--- src/bdf2_pkg.sv ---
package bdf2_pkg;

    localparam int SAMPLE_WIDTH   = 24;
    localparam int COEF_FRAC_BITS = 28;
    localparam int COEF_WIDTH     = 32;
    localparam int DELAY_BITS     = 32;
    localparam int PROD_W         = COEF_WIDTH + DELAY_BITS;
    localparam int ACC_W          = PROD_W + 2;
    localparam int SHR_W          = ACC_W - COEF_FRAC_BITS;
    localparam int TDATA_W        = ((SAMPLE_WIDTH + 7) / 8) * 8;
    localparam int CFG_IDX_W      = 3;
    localparam int STATE_W        = 4;

    localparam logic [CFG_IDX_W-1:0] CFG_B0 = 3'd0;
    localparam logic [CFG_IDX_W-1:0] CFG_B1 = 3'd1;
    localparam logic [CFG_IDX_W-1:0] CFG_B2 = 3'd2;
    localparam logic [CFG_IDX_W-1:0] CFG_A1 = 3'd3;
    localparam logic [CFG_IDX_W-1:0] CFG_A2 = 3'd4;

    localparam logic signed [COEF_WIDTH-1:0] COEF_ONE =
        {{(COEF_WIDTH - COEF_FRAC_BITS - 1){1'b0}}, 1'b1, {COEF_FRAC_BITS{1'b0}}};

    localparam logic signed [ACC_W-1:0] RND_HALF =
        {{(ACC_W - COEF_FRAC_BITS){1'b0}}, 1'b1, {(COEF_FRAC_BITS - 1){1'b0}}};

endpackage

--- src/biquad_df2_filter_unit.sv ---
// Direct form II biquad section for signed Q1.23 audio samples with five signed
// Q4.28 coefficients (a0 normalized to one) on a plain write port; coefficients are
// to be written only while the block is idle, which the block itself does not
// enforce. One 32x32 multiplier is shared under a small sequencer. The steps are
// two feedback products, a rounding and saturation of the 32-bit internal value,
// three feedforward products and a final rounding and saturation to 24 bits.
// The input is not ready while a sample is in work; a finished result may wait in
// the output register while the next sample is taken, and the sequencer holds in
// its last step only if the previous result has not yet been transferred.
module biquad_df2_filter_unit (
    input  logic                              i_clk,
    input  logic                              i_rst_n,
    input  logic                              i_s_axis_tvalid,
    output logic                              o_s_axis_tready,
    // Fields from bit 0: sample_in.
    input  logic [bdf2_pkg::TDATA_W-1:0]      i_s_axis_tdata,
    output logic                              o_m_axis_tvalid,
    input  logic                              i_m_axis_tready,
    // Fields from bit 0: sample_out.
    output logic [bdf2_pkg::TDATA_W-1:0]      o_m_axis_tdata,
    input  logic                              i_cfg_we,
    input  logic [bdf2_pkg::CFG_IDX_W-1:0]    i_cfg_index,
    input  logic [bdf2_pkg::COEF_WIDTH-1:0]   i_cfg_data
);
    import bdf2_pkg::*;

    localparam logic [STATE_W-1:0] ST_IDLE = 4'd0;
    localparam logic [STATE_W-1:0] ST_FB1  = 4'd1;
    localparam logic [STATE_W-1:0] ST_FB2  = 4'd2;
    localparam logic [STATE_W-1:0] ST_FB3  = 4'd3;
    localparam logic [STATE_W-1:0] ST_W    = 4'd4;
    localparam logic [STATE_W-1:0] ST_FF1  = 4'd5;
    localparam logic [STATE_W-1:0] ST_FF2  = 4'd6;
    localparam logic [STATE_W-1:0] ST_FF3  = 4'd7;
    localparam logic [STATE_W-1:0] ST_OUT  = 4'd8;

    logic [STATE_W-1:0]             r_state, n_state;
    logic signed [COEF_WIDTH-1:0]   r_b0, r_b1, r_b2, r_a1, r_a2;
    logic signed [DELAY_BITS-1:0]   r_d1, r_d2, r_w;
    logic signed [PROD_W-1:0]       r_prod;
    logic signed [ACC_W-1:0]        r_acc, n_acc;
    logic [SAMPLE_WIDTH-1:0]        r_out;
    logic                           r_out_valid;

    logic signed [COEF_WIDTH-1:0]   mul_a;
    logic signed [DELAY_BITS-1:0]   mul_b;
    logic signed [ACC_W-1:0]        prod_ext;
    logic signed [ACC_W-1:0]        rnd;
    logic signed [SHR_W-1:0]        shr;
    logic signed [DELAY_BITS-1:0]   w_sat;
    logic [SAMPLE_WIDTH-1:0]        y_sat;
    logic                           in_xfer;
    logic                           out_free;
    logic [SAMPLE_WIDTH-1:0]        x_in;

    assign o_s_axis_tready = (r_state == ST_IDLE);
    assign in_xfer         = i_s_axis_tvalid && o_s_axis_tready;
    assign out_free        = !r_out_valid || i_m_axis_tready;
    assign o_m_axis_tvalid = r_out_valid;
    assign o_m_axis_tdata  = TDATA_W'(r_out);
    assign x_in            = i_s_axis_tdata[SAMPLE_WIDTH-1:0];

    always_comb begin
        mul_a = '0;
        mul_b = '0;
        case (r_state)
            ST_FB1: begin
                mul_a = r_a1;
                mul_b = r_d1;
            end
            ST_FB2: begin
                mul_a = r_a2;
                mul_b = r_d2;
            end
            ST_W: begin
                mul_a = r_b1;
                mul_b = r_d1;
            end
            ST_FF1: begin
                mul_a = r_b2;
                mul_b = r_d2;
            end
            ST_FF2: begin
                mul_a = r_b0;
                mul_b = r_w;
            end
            default: begin
                mul_a = '0;
                mul_b = '0;
            end
        endcase
    end

    assign prod_ext = {{(ACC_W - PROD_W){r_prod[PROD_W-1]}}, r_prod};
    assign rnd      = r_acc + RND_HALF;
    assign shr      = rnd[ACC_W-1:COEF_FRAC_BITS];

    always_comb begin
        if (&shr[SHR_W-1:DELAY_BITS-1] || ~|shr[SHR_W-1:DELAY_BITS-1]) begin
            w_sat = shr[DELAY_BITS-1:0];
        end else begin
            w_sat = {shr[SHR_W-1], {(DELAY_BITS-1){~shr[SHR_W-1]}}};
        end
        if (&shr[SHR_W-1:SAMPLE_WIDTH-1] || ~|shr[SHR_W-1:SAMPLE_WIDTH-1]) begin
            y_sat = shr[SAMPLE_WIDTH-1:0];
        end else begin
            y_sat = {shr[SHR_W-1], {(SAMPLE_WIDTH-1){~shr[SHR_W-1]}}};
        end
    end

    always_comb begin
        n_state = r_state;
        n_acc   = r_acc;
        case (r_state)
            ST_IDLE: begin
                if (in_xfer) begin
                    n_acc = {{(ACC_W - SAMPLE_WIDTH - COEF_FRAC_BITS){x_in[SAMPLE_WIDTH-1]}},
                             x_in, {COEF_FRAC_BITS{1'b0}}};
                    n_state = ST_FB1;
                end
            end
            ST_FB1: n_state = ST_FB2;
            ST_FB2: begin
                n_acc   = r_acc - prod_ext;
                n_state = ST_FB3;
            end
            ST_FB3: begin
                n_acc   = r_acc - prod_ext;
                n_state = ST_W;
            end
            ST_W: begin
                n_acc   = '0;
                n_state = ST_FF1;
            end
            ST_FF1: begin
                n_acc   = r_acc + prod_ext;
                n_state = ST_FF2;
            end
            ST_FF2: begin
                n_acc   = r_acc + prod_ext;
                n_state = ST_FF3;
            end
            ST_FF3: begin
                n_acc   = r_acc + prod_ext;
                n_state = ST_OUT;
            end
            ST_OUT: begin
                if (out_free) begin
                    n_state = ST_IDLE;
                end
            end
            default: n_state = ST_IDLE;
        endcase
    end

    always_ff @(posedge i_clk) begin
        r_prod <= mul_a * mul_b;
        r_acc  <= n_acc;
        if (r_state == ST_W) begin
            r_w <= w_sat;
        end
        if (r_state == ST_OUT && out_free) begin
            r_out <= y_sat;
        end
    end

    always_ff @(posedge i_clk) begin
        if (!i_rst_n) begin
            r_state     <= ST_IDLE;
            r_out_valid <= 1'b0;
            r_d1        <= '0;
            r_d2        <= '0;
            r_b0        <= COEF_ONE;
            r_b1        <= '0;
            r_b2        <= '0;
            r_a1        <= '0;
            r_a2        <= '0;
        end else begin
            r_state <= n_state;
            if (r_state == ST_OUT && out_free) begin
                r_out_valid <= 1'b1;
                r_d2        <= r_d1;
                r_d1        <= r_w;
            end else if (i_m_axis_tready) begin
                r_out_valid <= 1'b0;
            end
            if (i_cfg_we) begin
                case (i_cfg_index)
                    CFG_B0:  r_b0 <= i_cfg_data;
                    CFG_B1:  r_b1 <= i_cfg_data;
                    CFG_B2:  r_b2 <= i_cfg_data;
                    CFG_A1:  r_a1 <= i_cfg_data;
                    CFG_A2:  r_a2 <= i_cfg_data;
                    default: ;
                endcase
            end
        end
    end

endmodule

--- config.mk ---
export PLATFORM = sky130hd
export DESIGN_NAME = biquad_df2_filter_unit
export DESIGN_NICKNAME = d
export VERILOG_FILES = /design/src/bdf2_pkg.sv /design/src/biquad_df2_filter_unit.sv
export SDC_FILE = /design/constraint.sdc
export NUM_CORES = 2
export LEC_CHECK = 0
export BUFFER_PORTS_ARGS = -buffer_cell sky130_fd_sc_hd__buf_2
export CAP_MARGIN = 10
export CORE_MARGIN = 10
export CORE_UTILIZATION = 55
export DETAILED_ROUTE_END_ITERATION = 6
export PLACE_DENSITY = 0.71
export SYNTH_ARGS = -nofsm -noshare
export SYNTH_HDL_FRONTEND = slang
export SYNTH_SLANG_ARGS = --single-unit
--- constraint.sdc ---
create_clock -name i_clk -period 28.7 [get_ports i_clk]
set_clock_uncertainty 0.2 [all_clocks]
set_input_delay 1.435 -clock i_clk [delete_from_list [all_inputs] [get_ports i_clk]]
set_output_delay 1.435 -clock i_clk [all_outputs]
set_load 0.02 [all_outputs]
==> impl_metrics.tcl <==
set metrics [dict create \
    synthesis.yosys.warnings 0 \
    wirelength_microns 176000 \
    worstPathMaxFanout 30 \
    core_area_sq_um 103000 \
    worst_skew_pair.late_latency_ns 0.63 \
    avgRoutedWirePerCell_microns 22.3 \
    track_usage_pct 30.5 \
    postCtsSetupBuffers 0 \
    share_clk_of_total_power_pct 37.3 \
    first_pass_grt_wire_length_microns 278000 \
    total_leakage_power_nw 27.9 \
    floorplan.rows 118 \
    n_fill_cell 9185 \
    hold_path_class "register to register" \
    final_layout_size_suffix_gt1_share_pct 5.14 \
    clock_path_buffers 3 \
    power_density_nw_per_um2 27.4 \
    avg_inst_size_synth_sq_um 8.72 \
    layout-area-overhead-vs-synth_pct 5.79 \
    dpl-instance-area_sq_um 59200 \
    fin_nets 7876 \
    power_mw 1.66 \
    synth.largest_area_cell "sky130_fd_sc_hd__fa_1" \
    switching_share_pct 32.8 \
    netlist.area_leader.share_pct 37.8 \
    grt_max_degree 123 \
    sequentialPowerShare_pct 40.7 \
    finalWorstPathRequiredPeriod_ns 11.46 \
    crit_path_buf_inv_count 9 \
    die-width_microns 343 \
    route.detailed.drc 0 \
    fin_ws_ns 17.24 \
    pin_count 90 \
    drtAntennaViolNets 0 \
    clock-root-buffer "sky130_fd_sc_hd__clkbuf_16" \
    worstPathArrival_ns 11.82 \
    yosys-top-cells-area "sky130_fd_sc_hd__fa_1 38%, sky130_fd_sc_hd__dfxtp_1 10%, sky130_fd_sc_hd__nand2_1 8.0%" \
    post_synthesis_sequential_area_ratio_pct 16.6 \
    cp_slowest_stage_delay_ns 1.02 \
    grt_setup_unrepaired "false" \
    die-area_sq_um 118000 \
    first_global_vias 47379 \
    clock.fmax_mhz 87.3 \
    synth.cell_area_sq_um 57400 \
    htree_levels 2 \
    ir_drop_mv 0.0462 \
    start_util_pct 55.5 \
    chipHeight_microns 343 \
    drt-vias-per-instance 5.80 \
    cts_made_buffers 47 \
    worst-endpoint-required_ns 29.06 \
    internal_power_mw 1.12 \
    cts-resized-gates 0 \
    report.final.slew_viol_count 0 \
    p_comb_share_pct 22.0 \
    cap_viol_max_count 0 \
    via_count 45842 \
    syn_nets 7981 \
    dp_cells 7809 \
    slowest_stage "sky130_fd_sc_hd__fa_1" \
    layout.cell_area.non_filler_sq_um 60700 \
    ys_types 81 \
    fin_setup_tns_ns 0 \
    drtIter0Drc 4513 \
    grt-ovfl-total 0 \
    clock_input_transition_at_the_sequential_cells_of_the_worst_setup_and_hold_paths_ns 0.07 \
    clock_sink_count 415 \
    critPathKind "register to register" \
    port_buffers 89 \
    count_of_flip_flops_with_a_built_in_enable_after_synthesis 122 \
    slew_headroom_pct 12.3 \
    timing.final.hold_violations 0 \
    detailedPlace.worstSlack_ns 17.25 \
    holdBufCountCts 0 \
    synth_cells 6583 \
    synth_top_flop_cell "sky130_fd_sc_hd__dfxtp_1" \
    cpLargestDelayFamily "adder cells" \
    netSwitchingPower_uw 546 \
    critical_path.most_common_cell "sky130_fd_sc_hd__fa_1" \
    ys_async_sr_fraction_pct 0 \
    first_pass_iters 6 \
    gpl_congestion 0.979 \
    synth.ff_latch_count 415 \
    crit_path_end_kind "register" \
    finalCritPeriodShare_pct 39.9 \
    clock_tree_from_tritoncts "yes" \
    status "complete, no violations" \
    element_type_at_the_critical_path_start "register" \
    worstMarginPinSlew_ns 1.31 \
    dp_hpwl_microns 138000 \
    instances_no_fill 7899 \
    setup-violations-final 0 \
    antenna_found_initial 5 \
]
==> metal layers <==
layer / vias up / track usage (%) / part of all wire (%)
li1: 20238 / - / -
met1: 22953 / 40.9 / 40
met2: 2236 / 47.2 / 45
met3: 409 / 7.95 / 11
met4: 6 / 11.9 / 4.4
met5: - / 0 / 0.022
==> cells in the mapped netlist (all sizes together) (24+ instances only) <==
| cell | instances |
|---|---|
| and2 | 35 |
| buf | 28 |
| mux2i | 26 |
| clkbuf | 332 |
| nor3 | 39 |
| a22oi | 59 |
| xor2 | 92 |
| and3 | 34 |
| a21boi | 230 |
| a31oi | 27 |
| and4 | 43 |
| o21ai | 133 |
| nand4 | 71 |
| nor2b | 24 |
| a21o | 62 |
| a21oi | 205 |
| nand3 | 71 |
| dfxtp | 293 |
| inv | 1066 |
| nor2 | 648 |
| xnor2 | 133 |
| nand2 | 1220 |
| edfxtp | 122 |
| ha | 251 |
| fa | 1083 |
==> power groups by stage <==
stage | logic (mW) | clock network, mW | registers (mW)
final | 0.365 | 0.621 | 0.677
after global routing | 0.397 | 0.650 | 0.680
after CTS | 0.358 | 0.627 | 0.676
after detailed placement | 0.355 | 0 | 0.689
after global placement | 0.354 | 0 | 0.688
after floorplan | 0.247 | 0 | 0.679
==> worst min-delay path, delay by kind of cell (launching register included) <==
family	cells	cell delay (ns)
flops	1	0.30
compound gates	1	0.06
simple gates	1	0.05
==> logic make-up (layout without fill, tap and decap cells) <==
| family | count (synthesis) | count (layout) | share of synthesized area (%) |
|---|---|---|---|
| and+or+nand+nor | 2281 | 2281 | 16.8 |
| buffers and inverters | 1427 | 1361 | 9.36 |
| adders and majority gates | 1334 | 1334 | 43.2 |
| AOI/OAI and AO/OA | 875 | 875 | 10.1 |
| DFF | 415 | 415 | 16.6 |
| xor gates and xnor gates | 225 | 225 | 3.43 |
| muxes | 26 | 26 | 0.453 |
| other | 0 | 2 | 0 |
==> path summary, 6_finish.rpt <==
kind	slack, ns	cells after the start	endpoint	from
min reg2reg	0.26	2	r_a2[31]$_SDFFE_PN0P_	r_a2[31]$_SDFFE_PN0P_
max reg2reg	17.24	33	r_prod[61]$_DFF_P_	r_state[2]$_SDFFE_PN0P_
min	0.26	2	r_a2[31]$_SDFFE_PN0P_	r_a2[31]$_SDFFE_PN0P_
max	17.24	33	r_prod[61]$_DFF_P_	r_state[2]$_SDFFE_PN0P_
==> flip-flops by register name, indices dropped and copies added, names as in the netlist <==
| register | cells |
|---|---|
| r_d2 | 32 |
| r_a2 | 32 |
| o_m_axis_tdata | 24 |
| r_b2 | 32 |
| r_b0 | 32 |
| r_state | 4 |
| r_w | 32 |
| r_acc | 66 |
| r_prod | 64 |
| o_m_axis_tvalid | 1 |
| r_d1 | 32 |
| r_b1 | 32 |
| r_a1 | 32 |
==> per-stage QoR <==
stage	hold WS, ns	util (%)
floorplan	0.241	-
CTS	0.267	58.7
global placement	0.252	57.2
finish	0.264	58.7
global route	0.278	58.7
detailed placement	0.259	57.2
==> area by class of cell <==
cell class                 count  area (sq um)  share of cell area [%]
multi-input combinational   4741         42600                    70.1
sequential                   415          9530                    15.7
inverter                    1067          4010                    6.60
tap                         1380          1730                    2.84
timing repair buffer         206          1330                    2.18
clock buffer                  62          1310                    2.15
clock inverter                26           246                   0.406
antenna                        2          5.00                 0.00824
==> cell usage in the layout, fill, tap and decap left out, drive strengths merged, types with 62 or more instances in the layout <==
cell type / count
clkbuf: 62
a21o: 62
fa: 1083
nand3: 71
nand2: 1220
buf: 206
inv: 1070
xnor2: 133
dfxtp: 293
o21ai: 133
nand4: 71
ha: 251
a21oi: 205
nor2: 648
edfxtp: 122
xor2: 92
a21boi: 230
Note: power is estimated with default switching activity, not from simulation.
